[src/hw/rtl/mcwdg_pkg.sv]
`default_nettype none

package mcwdg_pkg;

    // field widths
    localparam int MODE_W    = 2;
    localparam int ID_W      = 5;
    localparam int TMO_W     = 16;
    localparam int STATUS_W  = 2;
    localparam int COUNTER_W = 12;

    // item modes
    localparam logic [MODE_W-1:0] MODE_TICK   = 2'd0;
    localparam logic [MODE_W-1:0] MODE_CREATE = 2'd1;
    localparam logic [MODE_W-1:0] MODE_KICK   = 2'd2;
    localparam logic [MODE_W-1:0] MODE_INIT   = 2'd3;

    // result status codes
    localparam logic [STATUS_W-1:0] STATUS_OK          = 2'd0;
    localparam logic [STATUS_W-1:0] STATUS_BAD_TIMEOUT = 2'd1;
    localparam logic [STATUS_W-1:0] STATUS_TABLE_FULL  = 2'd2;
    localparam logic [STATUS_W-1:0] STATUS_BAD_ID      = 2'd3;

    typedef struct packed {
        logic [MODE_W-1:0] mode;
        logic [ID_W-1:0]   client_id;
        logic [TMO_W-1:0]  req_timeout;
    } t_in_item;

    typedef struct packed {
        logic [STATUS_W-1:0]  status;
        logic [ID_W-1:0]      new_id;
        logic                 reloaded;
        logic                 expired;
        logic                 reset_by_watchdog;
        logic [COUNTER_W-1:0] counter_value;
    } t_out_item;

endpackage

`default_nettype wire

[src/hw/rtl/mcwdg_core.sv]
`default_nettype none

module mcwdg_core #(
    parameter int MAX_CLIENTS   = 31,
    parameter int RELOAD_MAX    = 4095,
    parameter int MS_PER_COUNT  = 6,
    parameter int PRESCALE_LOG2 = 8
) (
    input  wire                    i_clk,
    input  wire                    i_rst_n,
    input  wire                    i_fire,
    input  mcwdg_pkg::t_in_item    i_item,
    output mcwdg_pkg::t_out_item   o_result
);

    localparam int TMO_W     = mcwdg_pkg::TMO_W;
    localparam int ID_W      = mcwdg_pkg::ID_W;
    localparam int COUNTER_W = mcwdg_pkg::COUNTER_W;

    // reciprocal multiply for timeout / MS_PER_COUNT, exact over the timeout range
    localparam int DIV_SHIFT = TMO_W + $clog2(MS_PER_COUNT);
    localparam int MULT_W    = DIV_SHIFT + 1;
    localparam int DIV_MULT  = ((1 << DIV_SHIFT) + MS_PER_COUNT - 1) / MS_PER_COUNT;
    localparam int PROD_W    = TMO_W + MULT_W;

    logic [MAX_CLIENTS-1:0]   r_mask,     n_mask;
    logic [ID_W-1:0]          r_count,    n_count;
    logic [TMO_W-1:0]         r_gtimeout, n_gtimeout;
    logic [COUNTER_W-1:0]     r_reload,   n_reload;
    logic [COUNTER_W-1:0]     r_counter,  n_counter;
    logic [PRESCALE_LOG2-1:0] r_presc,    n_presc;
    logic                     r_running,  n_running;
    logic                     r_seen,     n_seen;

    logic [PROD_W-1:0]        product;
    logic [TMO_W-1:0]         quotient;
    logic [COUNTER_W-1:0]     reload_calc;
    logic [MAX_CLIENTS-1:0]   live_mask;
    logic [MAX_CLIENTS-1:0]   new_bit;
    logic [MAX_CLIENTS-1:0]   kick_bit;
    logic [MAX_CLIENTS-1:0]   kicked_mask;
    logic [PRESCALE_LOG2-1:0] presc_inc;

    // reload value for a create
    assign product  = PROD_W'(i_item.req_timeout) * PROD_W'(MULT_W'(DIV_MULT));
    assign quotient = product[DIV_SHIFT +: TMO_W];
    assign reload_calc = (quotient > TMO_W'(RELOAD_MAX)) ? COUNTER_W'(RELOAD_MAX)
                                                          : quotient[COUNTER_W-1:0];

    // client masks: created clients, next free slot, kicked slot
    always_comb begin
        for (int i = 0; i < MAX_CLIENTS; i++) begin
            live_mask[i] = (ID_W'(i) < r_count);
            new_bit[i]   = (ID_W'(i) == r_count);
            kick_bit[i]  = (ID_W'(i) == i_item.client_id);
        end
    end

    assign kicked_mask = r_mask | kick_bit;
    assign presc_inc   = r_presc + PRESCALE_LOG2'(1);

    // next state and result for the item in the input register
    always_comb begin
        n_mask     = r_mask;
        n_count    = r_count;
        n_gtimeout = r_gtimeout;
        n_reload   = r_reload;
        n_counter  = r_counter;
        n_presc    = r_presc;
        n_running  = r_running;
        n_seen     = r_seen;
        o_result   = '0;

        unique case (i_item.mode)
            mcwdg_pkg::MODE_TICK: begin
                if (r_running) begin
                    n_presc = presc_inc;
                    if (presc_inc == '0) begin
                        if (r_counter <= COUNTER_W'(1)) begin
                            n_counter        = '0;
                            n_seen           = 1'b1;
                            n_running        = 1'b0;
                            o_result.expired = 1'b1;
                        end else begin
                            n_counter = r_counter - COUNTER_W'(1);
                        end
                    end
                end
            end
            mcwdg_pkg::MODE_CREATE: begin
                if (i_item.req_timeout == '0) begin
                    o_result.status = mcwdg_pkg::STATUS_BAD_TIMEOUT;
                end else if (r_count >= ID_W'(MAX_CLIENTS)) begin
                    o_result.status = mcwdg_pkg::STATUS_TABLE_FULL;
                end else begin
                    o_result.new_id = r_count;
                    n_mask          = r_mask | new_bit;
                    n_count         = r_count + ID_W'(1);
                    if (i_item.req_timeout > r_gtimeout) begin
                        n_reload          = reload_calc;
                        n_counter         = reload_calc;
                        n_gtimeout        = i_item.req_timeout;
                        n_running         = 1'b1;
                        o_result.reloaded = 1'b1;
                    end
                end
            end
            mcwdg_pkg::MODE_KICK: begin
                if (i_item.client_id >= r_count) begin
                    o_result.status = mcwdg_pkg::STATUS_BAD_ID;
                end else if ((kicked_mask & live_mask) == live_mask) begin
                    n_counter         = r_reload;
                    n_mask            = '0;
                    o_result.reloaded = 1'b1;
                end else begin
                    n_mask = kicked_mask;
                end
            end
            mcwdg_pkg::MODE_INIT: begin
                o_result.reset_by_watchdog = r_seen;
                n_seen  = 1'b0;
                n_mask  = '0;
                n_count = '0;
            end
            default: begin
            end
        endcase

        o_result.counter_value = n_counter;
    end

    // state registers, updated once per transaction
    always_ff @(posedge i_clk) begin
        if (!i_rst_n) begin
            r_mask     <= '0;
            r_count    <= '0;
            r_gtimeout <= '0;
            r_reload   <= COUNTER_W'(RELOAD_MAX);
            r_counter  <= COUNTER_W'(RELOAD_MAX);
            r_presc    <= '0;
            r_running  <= 1'b0;
            r_seen     <= 1'b0;
        end else if (i_fire) begin
            r_mask     <= n_mask;
            r_count    <= n_count;
            r_gtimeout <= n_gtimeout;
            r_reload   <= n_reload;
            r_counter  <= n_counter;
            r_presc    <= n_presc;
            r_running  <= n_running;
            r_seen     <= n_seen;
        end
    end

endmodule

`default_nettype wire

[src/hw/rtl/multi_client_watchdog.sv]
`default_nettype none

// Multi-client watchdog. Every input transaction (tick, create, kick or init)
// gives exactly one result transaction. An item is taken into an input
// register, evaluated combinationally against the watchdog state and
// written to an output register; one item is accepted every cycle while
// the output side does not stall. A stall on the output holds the result
// register and, through it, the input register.

module multi_client_watchdog #(
    parameter int MAX_CLIENTS   = 31,
    parameter int RELOAD_MAX    = 4095,
    parameter int MS_PER_COUNT  = 6,
    parameter int PRESCALE_LOG2 = 8
) (
    input  wire                    i_clk,
    input  wire                    i_rst_n,
    input  wire                    i_in_valid,
    output logic                   o_in_stall,
    input  mcwdg_pkg::t_in_item    i_in_data,
    output logic                   o_out_valid,
    input  wire                    i_out_stall,
    output mcwdg_pkg::t_out_item   o_out_data
);

    logic                 r_in_valid;
    mcwdg_pkg::t_in_item  r_in;
    logic                 r_out_valid;
    mcwdg_pkg::t_out_item r_out;
    mcwdg_pkg::t_out_item result;
    logic                 out_free;
    logic                 fire;

    // the item in the input register moves on when the result register is free
    assign out_free   = !r_out_valid || !i_out_stall;
    assign fire       = r_in_valid && out_free;
    assign o_in_stall = r_in_valid && !out_free;

    mcwdg_core #(
        .MAX_CLIENTS   (MAX_CLIENTS),
        .RELOAD_MAX    (RELOAD_MAX),
        .MS_PER_COUNT  (MS_PER_COUNT),
        .PRESCALE_LOG2 (PRESCALE_LOG2)
    ) u_core (
        .i_clk    (i_clk),
        .i_rst_n  (i_rst_n),
        .i_fire   (fire),
        .i_item   (r_in),
        .o_result (result)
    );

    // input register
    always_ff @(posedge i_clk) begin
        if (!i_rst_n) begin
            r_in_valid <= 1'b0;
        end else if (!o_in_stall) begin
            r_in_valid <= i_in_valid;
        end
    end

    always_ff @(posedge i_clk) begin
        if (i_in_valid && !o_in_stall) begin
            r_in <= i_in_data;
        end
    end

    // result register
    always_ff @(posedge i_clk) begin
        if (!i_rst_n) begin
            r_out_valid <= 1'b0;
        end else if (out_free) begin
            r_out_valid <= fire;
        end
    end

    always_ff @(posedge i_clk) begin
        if (fire) begin
            r_out <= result;
        end
    end

    assign o_out_valid = r_out_valid;
    assign o_out_data  = r_out;

endmodule

`default_nettype wire

[config.mk]
export PLATFORM = sky130hd
export DESIGN_NAME = multi_client_watchdog
export DESIGN_NICKNAME = d
export VERILOG_FILES = /design/src/hw/rtl/mcwdg_pkg.sv /design/src/hw/rtl/mcwdg_core.sv /design/src/hw/rtl/multi_client_watchdog.sv
export SDC_FILE = /design/constraint.sdc
export NUM_CORES = 1
export LEC_CHECK = 0
export ABC_AREA = 1
export BUFFER_PORTS_ARGS = -buffer_cell sky130_fd_sc_hd__buf_2
export CAP_MARGIN = 20
export CORE_AREA = 2 2 236 122
export CTS_BUF_LIST = sky130_fd_sc_hd__clkbuf_4 sky130_fd_sc_hd__clkbuf_8
export CTS_CLUSTER_DIAMETER = 40
export DETAILED_ROUTE_END_ITERATION = 6
export DIE_AREA = 0 0 238 124
export PLACE_DENSITY = 0.66
export RECOVER_POWER = 50
export SLEW_MARGIN = 15
export SYNTH_ARGS = -nofsm -noshare
export SYNTH_HDL_FRONTEND = slang
export SYNTH_SLANG_ARGS = --single-unit
[constraint.sdc]
create_clock -name i_clk -period 6.3 [get_ports i_clk]
set_input_delay 0.63 -clock i_clk [delete_from_list [all_inputs] [get_ports i_clk]]
set_output_delay 0.63 -clock i_clk [all_outputs]
set_load 0.1 [all_outputs]
==> results of run 1 <==
[metal layers]
metal | up-vias | part of all wire (%)
li1 | 6213 | -
met3 | 35 | 14
met2 | 647 | 34
met1 | 5981 | 51
met4 | 0 | 0.88
met5 | - | 0
[worst max-delay path, cell delays in order, from the launching register on]
cell,delay [ps]
sky130_fd_sc_hd__edfxtp_1,520
sky130_fd_sc_hd__buf_4,200
sky130_fd_sc_hd__ha_1,320
sky130_fd_sc_hd__inv_1,70
sky130_fd_sc_hd__fa_1,550
sky130_fd_sc_hd__fa_1,460
sky130_fd_sc_hd__fa_1,540
sky130_fd_sc_hd__fa_1,590
sky130_fd_sc_hd__inv_1,60
sky130_fd_sc_hd__ha_1,300
sky130_fd_sc_hd__ha_1,390
sky130_fd_sc_hd__a21oi_1,230
sky130_fd_sc_hd__o21ai_0,120
sky130_fd_sc_hd__a21oi_1,240
sky130_fd_sc_hd__nand3_1,290
sky130_fd_sc_hd__nand2_1,140
sky130_fd_sc_hd__nand2_1,80
sky130_fd_sc_hd__xor2_1,150
sky130_fd_sc_hd__inv_1,110
sky130_fd_sc_hd__nand2_1,90
sky130_fd_sc_hd__nand2_1,60
sky130_fd_sc_hd__nand3_1,90
sky130_fd_sc_hd__and2_1,140
[cells in the final DEF (no fill, tap or decap), drive strengths merged]
cell type / Yosys / layout
inv: 378 / 387
nand2: 381 / 381
nor2: 182 / 182
nand3: 174 / 174
ha: 163 / 163
a21oi: 141 / 141
dfxtp: 88 / 88
o21ai: 77 / 77
fa: 76 / 76
clkbuf: 20 / 50
edfxtp: 45 / 45
buf: 27 / 34
a221oi: 27 / 27
nand4: 22 / 22
xor2: 16 / 16
nor3: 12 / 12
o21bai: 9 / 9
clkinv: 5 / 9
a31oi: 7 / 7
and2: 6 / 6
o21a: 6 / 6
nand3b: 6 / 6
o211ai: 6 / 6
a211oi: 5 / 5
xnor2: 4 / 4
nor4: 4 / 4
a21o: 3 / 3
or2: 3 / 3
diode: 0 / 1
o221ai: 1 / 1
and3: 1 / 1
a21boi: 1 / 1
nor3b: 1 / 1
a31o: 1 / 1
o221a: 1 / 1
bufinv: 0 / 1
clkinvlp: 0 / 1
[cell families (layout without fill, tap and decap cells)]
logic type	Yosys count	count (layout)	share of synthesized area [%]
adder cells (fa/ha/maj)	239	239	26.27
buffers and inverters	430	482	12.34
AND/OR/NAND/NOR	792	792	25.14
other	0	1	0
AO/OA/AOI/OAI	285	285	11.99
flip-flops	133	133	22.97
XOR/XNOR	20	20	1.292
[where the power goes]
group / switching (mW) / total [mW] / internal [mW]
Combinational: 3.08 / 4.57 / 1.50
Sequential: 0.0480 / 0.992 / 0.944
Clock: 0.456 / 0.793 / 0.338
[registers in the layout, summed over array words and instances (netlist names)]
register           flops
o_out_data            22
o_out_valid            1
r_in                  23
r_in_valid             1
u_core.r_count         5
u_core.r_counter      12
u_core.r_gtimeout     16
u_core.r_mask         31
u_core.r_presc         8
u_core.r_reload       12
u_core.r_running       1
u_core.r_seen          1
[how the worst min path moves through the flow]
stage	start	endpoint	slack, ps
floorplan	u_core.r_gtimeout[1]	u_core.r_gtimeout[1]	430
global placement	u_core.r_gtimeout[1]	u_core.r_gtimeout[1]	440
detailed placement	u_core.r_reload[0]	u_core.r_reload[0]	450
CTS	i_in_data[3]	r_in[3]	270
global route	i_in_data[9]	r_in[9]	280
finish	i_in_data[3]	r_in[3]	290
[cell type report]
cell class	instances	area share [%]
antenna	1	0.01717
clock buffer	17	1.606
clock inverter	15	1.228
inverter	383	9.875
multi-input combinational	1336	60.49
sequential	133	21.37
tap	360	3.091
timing repair buffer	67	2.327
[stage by stage]
| stage | total power, mW | std cells |
|---|---|---|
| 2_1_floorplan | 4.072 | 1899 |
| 5_1_grt | 6.896 | 2312 |
| 3_5_place_dp | 5.359 | 2278 |
| 4_1_cts | 6.187 | 2310 |
| 6_report | 6.360 | 2312 |
| 3_3_place_gp | 5.401 | 2278 |
==> results summary, run 1 <==
The number of DRC markers after the initial detailed-route iteration is between 1.5k and 2k. The count of standard-cell rows is 43. The maximum count of clock buffers along a single path is 2. The utilization after layout came out at around 53%. The number of optimization iterations in the first detailed-route pass came out at 6. The register area share after synthesis came out at 22.97%. The global-route usage over all layers is between 30% and 40%. The commonest cells after synthesis are 377 x sky130_fd_sc_hd__nand2_1, 370 x sky130_fd_sc_hd__inv_1, 173 x sky130_fd_sc_hd__nand3_1, 169 x sky130_fd_sc_hd__nor2_1, 163 x sky130_fd_sc_hd__ha_1. Synthesis handed over a netlist of 1899 instances. The worst register-to-register path begins at r_in[5].

The routing usage on met3 came out at between 10 and 15%. The setup total negative slack is 0 ps. The biggest fanout along the worst timing path came out at 4. The aggregate global routing overflow is 0. The floorplan step defined a core boundary enclosing ~27000 um2. The final reports fail on capacitance limit, slew limit.

The placement-stage cell area is between 10000 and 15000 um2. The run finished, with violations left. The combined flip-flop and latch cell area came out at a little over 3000 um2.

The total number of H-tree levels is 4. The total via count in the routed design came out at 12.88k. The cell type with the largest total area after synthesis is sky130_fd_sc_hd__ha_1.

The maximum number of pins on one net before global-route repair is 56. The async set or reset register ratio after synthesis is 0%. Once detailed placement completed, the half-perimeter wirelength came to between 30000 and 40000 um. The number of enable-type register cells in the synthesized netlist came out at 45. In this run the worst hold path is classified as input pin to flop.

The final setup slack of the worst path is between 200 and 300 ps. The achievable frequency is between 150 and 200 MHz. The floorplan step set the die width to ~240 um. The type of destination of the critical path is a flop. The flip-flop and latch count after synthesis came out at 133. Across all hold checks on the routed design, the worst slack comes to 293.3 ps. In the final routed layout, each cell accounts on average for between 15 and 20 um.

The post-route clock period utilization came out at between 90% and 100%. The number of hold violations in the final report is 0. The worst setup slack for register-to-register paths is 290 ps. After filler insertion, the fill cell instance count of the layout stands at roughly 2.7k.

The number of port buffers is 50. The area of the die is about 30000 um2. The clock tree skew after final layout is between 20 and 30 ps. The worst setup path is of the flop to flop kind. Across the run, the number of max-cap violations was 2. The initial utilization of the core area, before any placement, comes to between 40% and 50%. The post-CTS setup buffer count is 0. After global routing, the most crowded layer is met1. Counting the buffers created by CTS gives 17. In this run the count of I/O pins placed on the die edge is 51.

STA puts the critical path data required time at 6550 ps. After synthesis the cells add up to around 14000 um2. The die is approximately 120 um tall. The met1 usage came out at 48.19%.

Sorting the synthesized cells by area gives the leading types as sky130_fd_sc_hd__ha_1 15%, sky130_fd_sc_hd__dfxtp_1 13%, sky130_fd_sc_hd__fa_1 11%. The peak ir drop on the vdd network came out at a little over 0.4 mV. The critical path starts at r_in[5]. The post-synthesis net count came out at between 2k and 2.5k.

The area taken by multi-input logic gates came out at between 8000 and 9000 um2. Headroom to the max-slew limit came out at -39.25%. The count of nets after finishing is 2204. The post-route netlist has about 5.5% of its cells at a drive strength greater than 1.

For the worst flop-to-flop path, the logic depth is 22. The top flip-flop cell by instance count after synthesis is sky130_fd_sc_hd__dfxtp_1. The routability congestion estimate came out at between 1 and 1.5. The final routed DRC violation total came out at 0. Summed over all cells, the static leakage comes to 7.171 nW.

Before CTS, the worst setup slack after placement is around 160 ps. The number of antenna violations at the first check in global routing came to 1. Using the TritonRoute via totals, the vias-per-cell ratio works out to ~5.6. Setup repair after global routing left no endpoint under its margin. The count of hold-fix buffers inserted at cts came out at 0. The transition time at the pin with the least slew margin is between 2000 and 2500 ps. The design area came out at around 15000 um2. For the worst-skew pair, the clock arrives at the later sink with an insertion delay of ~510 ps. The post-cts sizing count came out at 0. Yosys instantiated no cell more often than sky130_fd_sc_hd__nand2_1. The met2 track utilization from global routing came out at a little under two fifths. The areal power density over the cells came out at ~440 nW/um2. The register clock-pin slew on the reported worst setup and hold paths is 110 ps. The via count of the first global-routing pass came out at ~12k. The area added between synthesis and finish came out at 7.495%. The fraction of synthesized cell area taken by the top area cell type is 15.05%. The first global-routing pass estimated approximately 67000 um of wire. The count of nets left with antenna violations once routing finished came out at 0. The final count of negative-setup-slack endpoints came out at 0.

The number of different library cells in the post-synthesis netlist is 47. The total wire length after detailed routing came out at around 45000 um. The endpoint of the most critical setup path is o_out_data[7]. The number of sinks handled by clock tree synthesis is approximately 130.

The clock root buffer is sky130_fd_sc_hd__clkbuf_8. The final number of max-transition violations was 72. The data arrival time at the worst-slack endpoint came out at between 6000 and 7000 ps. Counting instances, the worst hold path has a depth of 1.

The Yosys warning count is 0. STA classifies the critical path startpoint as a flop. TritonCTS built the clock tree. In this run the critical register-to-register path is captured at o_out_data[7]. The per-instance average area after synthesis is ~7 um2. The shortest period the worst path allows came out at 6008 ps.
Power figures use the tool's default switching activity.
==> inputs of run 2 (changes only) <==
--- a/config.mk
+++ b/config.mk
@@ -8,11 +8,12 @@
 export ABC_AREA = 1
 export BUFFER_PORTS_ARGS = -buffer_cell sky130_fd_sc_hd__buf_2
 export CAP_MARGIN = 20
-export CORE_AREA = 2 2 236 122
+export CORE_AREA = 2 2 143 200
 export CTS_BUF_LIST = sky130_fd_sc_hd__clkbuf_4 sky130_fd_sc_hd__clkbuf_8
 export CTS_CLUSTER_DIAMETER = 40
+export CTS_CLUSTER_SIZE = 14
 export DETAILED_ROUTE_END_ITERATION = 6
-export DIE_AREA = 0 0 238 124
+export DIE_AREA = 0 0 145 202
 export PLACE_DENSITY = 0.66
 export RECOVER_POWER = 50
 export SLEW_MARGIN = 15
==> run 2 against run 1 <==
Effect of this change:
- the flow still finishes with violations (capacitance limit, slew limit)
- largest power group unchanged
- wire length decreased by 12%
- global-route usage decreased by 3.3 points
- largest cell class unchanged
- sequential share of layout area increased by 0.061 points
- setup slack improved by 4.7 ps
==> results summary, run 2 (synthesized netlist as in run 1, its figures left out) <==
Status: finished with violations (unchanged). Violated checks: capacitance limit, slew limit (unchanged). The type of destination of the critical path was a flop (unchanged). The required time at the worst-slack endpoint is 6580 ps (was 6550 ps). The count of standard-cell rows is 72 (was 43). The share of post-route cells with drive strength above 1 came out at 5.581% (was 5.536%). The design area is 14530 um2 (was 14570 um2).

Most used cells in the layout excluding fill and tap cells: 375 x sky130_fd_sc_hd__nand2_1, 368 x sky130_fd_sc_hd__inv_1, 173 x sky130_fd_sc_hd__nand3_1 (unchanged). The area added between synthesis and finish is 7.191% (was 7.495%). The areal power density over the cells is 401.4 nW/um2 (was 436.5 nW/um2). The vertical extent of the die came to 202 um (was 124 um). The number of maximum-capacitance violations came out at 4 (was 2). The placement-stage cell area was 14130 um2 (was 14150 um2). The critical-path cell with the highest stage delay is sky130_fd_sc_hd__fa_1 (unchanged). The final routed DRC violation total was 0 (unchanged).

The starting utilization of the core area is 49.33% (was 49.59%). The register clock-pin slew on the reported worst setup and hold paths was 90 ps (was 110 ps). The transition time at the pin with the least slew margin came to 3026 ps (was 2089 ps). The count of nets after finishing came to 2206 (was 2204).

The number of optimization iterations in the first detailed-route pass came to 5 (was 6). The final count of negative-setup-slack endpoints is 0 (unchanged). The cell family with the largest share of critical-path delay is adder cells (unchanged). The global-route usage over all layers is 27.14% (was 30.47%). The shortest period the worst path allows is 6004 ps (was 6008 ps). The class of the most critical setup path is flop to flop (unchanged). The achievable frequency came out at 166.6 MHz (was 166.4 MHz). The maximum number of pins on one net before global-route repair was 57 (was 56).

Unrepaired setup endpoints after global routing: no (unchanged). The number of buffers created by CTS came out at 17 (unchanged). The maximum cell stage delay along the critical path came out at 540 ps (was 590 ps).

The clock tree skew after final layout is 14.61 ps (was 25.19 ps). The number of filler cells placed in the layout is 2749 (was 2736). The number of flip-flops under the largest register name came out at 31 (unchanged).

The path class of the lowest-slack min-delay path is input pin to flop (unchanged). The worst setup slack for register-to-register paths came to 300 ps (was 290 ps). The area of the die is 29290 um2 (was 29510 um2). The average via count per standard cell is 5.418 (was 5.569). The count of boundary I/O pins is 51 (unchanged).

The standby leakage power is 7.152 nW (was 7.171 nW). The number of antenna cells inserted is 0 (was 1). The clock root buffer is sky130_fd_sc_hd__clkbuf_8 (unchanged). The cell that appears most often on the critical path is sky130_fd_sc_hd__nand2_1. The number of hold violations in the final report came out at 0 (unchanged). The post-route clock period utilization came out at 95.29% (was 95.37%). The number of sinks handled by clock tree synthesis came out at 133 (unchanged). The width of the chip came to 145 um (was 238 um). The TritonCTS clock tree is yes (unchanged).

The total number of H-tree levels is 4 (unchanged). The worst hold slack after final layout is 282.8 ps (was 293.3 ps). The final number of max-transition violations came out at 153 (was 72). The number of DRC markers after the initial detailed-route iteration came out at 838 (was 1603). The global-route wire length before repair was 62560 um (was 66870 um). The share of total power in combinational logic is 70.8% (was 71.9%). The total wire length after detailed routing is 39140 um (was 44520 um). The number of instances on the worst hold path was 1 (unchanged). The endpoint of the lowest-slack register-to-register path was o_out_data[8] (was o_out_data[7]). The register with the most flip-flops is u_core.r_mask (unchanged).

The relative slew slack came out at -101.7% (was -39.25%). The number of port buffers came out at 50 (unchanged). The net switching component of the power is 3.156 mW (was 3.582 mW).

The launch point of the worst hold path was i_in_data[15] (was i_in_data[3]). The number of antenna violations at the first check in global routing was 0 (was 1). The utilization after layout is 52.88% (was 53.31%). The aggregate global routing overflow came out at 0 (unchanged).

The via count of the first global-routing pass came out at 12.34k (was 11.54k). The total via count in the routed design came out at 12.59k (was 12.88k). The combined buffer and inverter count along the critical path was 7 (was 4). The maximum count of clock buffers along a single path came out at 2 (unchanged). The most common library cell in the layout ignoring fill and taps is sky130_fd_sc_hd__nand2_1 (unchanged). The routability congestion estimate came out at 0.9862 (was 1.000). The reg-to-reg critical path startpoint is r_in[4] (was r_in[5]). The power share of the clock group was 12.2% (was 12.5%). The area of the core came out at 27480 um2 (was 27330 um2). The data arrival time at the worst-slack endpoint is 6280 ps (was 6260 ps).

The internal power came out at 2.675 mW (was 2.778 mW). The clock latency of the later-clocked register in the worst-skew pair is 520 ps (was 510 ps). The peak ir drop on the vdd network came to 0.2684 mV (was 0.4104 mV).

The terminating pin of the worst hold path was r_in[15] (was r_in[3]). The type of element launching the critical path is a flop (unchanged). The switching power as a share of total power came out at 54.12% (was 56.33%). The biggest fanout along the worst timing path came to 7 (was 4). The average wire length per cell after detail routing was 16.85 um (was 19.26 um). The setup total negative slack came out at 0 ps (unchanged).

The register share of total power is 17.0% (was 15.6%). The number of nets with antenna violations after routing came out at 0 (unchanged). The final total power is 5.832 mW (was 6.360 mW).

The count of cells along the worst register-to-register path came to 27 (was 22). The final HPWL from detailed placement was 30290 um (was 35690 um).
-- run 2: cell count changes in the layout (fill, tap and decap cells not counted), moves of 2 or more --
cell,previous run,this run
sky130_fd_sc_hd__buf_2,19,24
sky130_fd_sc_hd__inv_8,5,0
sky130_fd_sc_hd__clkbuf_1,33,30
sky130_fd_sc_hd__clkinv_2,1,4
sky130_fd_sc_hd__clkinvlp_4,1,4
sky130_fd_sc_hd__a21oi_1,139,141
sky130_fd_sc_hd__a21oi_2,2,0
sky130_fd_sc_hd__clkinv_8,2,0
-- run 2: what timing repair did --
| item | CTS | global route |
|---|---|---|
| setup buffers | 0 | 7 |
| resized for setup | 0 | 5 |
| setup endpoints to repair | 0 | 11 |
| hold buffers | 0 | 0 |
-- run 2: metal layers --
metal,vias up,track usage [%],routed length [um]
li1,6221,-,-
met2,404,49.69,19760
met4,0,16.80,2221
met3,128,3.205,1720
met5,-,0,0
met1,5833,29.84,15430
-- run 2: cell type report --
class | instances | area (um2) | area share [%]
Multi-Input combinational cell | 1336 | 8803 | 60.59
Timing Repair Buffer | 69 | 345.3 | 2.377
Clock buffer | 17 | 234.0 | 1.610
Sequential cell | 133 | 3113 | 21.43
Tap cell | 370 | 462.9 | 3.186
Inverter | 383 | 1439 | 9.904
Clock inverter | 15 | 131.4 | 0.9042
-- run 2: per-stage QoR --
step | setup slack (ps) | instances
2_1_floorplan | 768.3 | 1899
3_3_place_gp | 372.3 | 2284
3_5_place_dp | 218.7 | 2284
4_1_cts | 200.1 | 2316
5_1_grt | 3.458 | 2323
6_report | 296.4 | 2323
-- run 2: how the worst max path moves through the flow --
stage	depth (start not counted)	slack, ps	to	from
after detailed placement	25	220	o_out_data[8]	r_in[3]
after global placement	25	370	o_out_data[8]	r_in[4]
after global routing	25	3	o_out_data[8]	r_in[2]
final	27	300	o_out_data[8]	r_in[4]
after floorplan	25	770	o_out_data[8]	r_in[2]
after CTS	25	200	o_out_data[8]	r_in[2]
-- run 2: power by group through the flow --
| stage | clock [mW] | sequential, mW | combinational [mW] |
|---|---|---|---|
| 2_1_floorplan | 0 | 1.07 | 3.00 |
| 3_3_place_gp | 0 | 1.01 | 4.07 |
| 3_5_place_dp | 0 | 1.01 | 4.08 |
| 4_1_cts | 0.727 | 0.988 | 4.12 |
| 5_1_grt | 0.752 | 0.995 | 4.69 |
| 6_report | 0.712 | 0.990 | 4.13 |
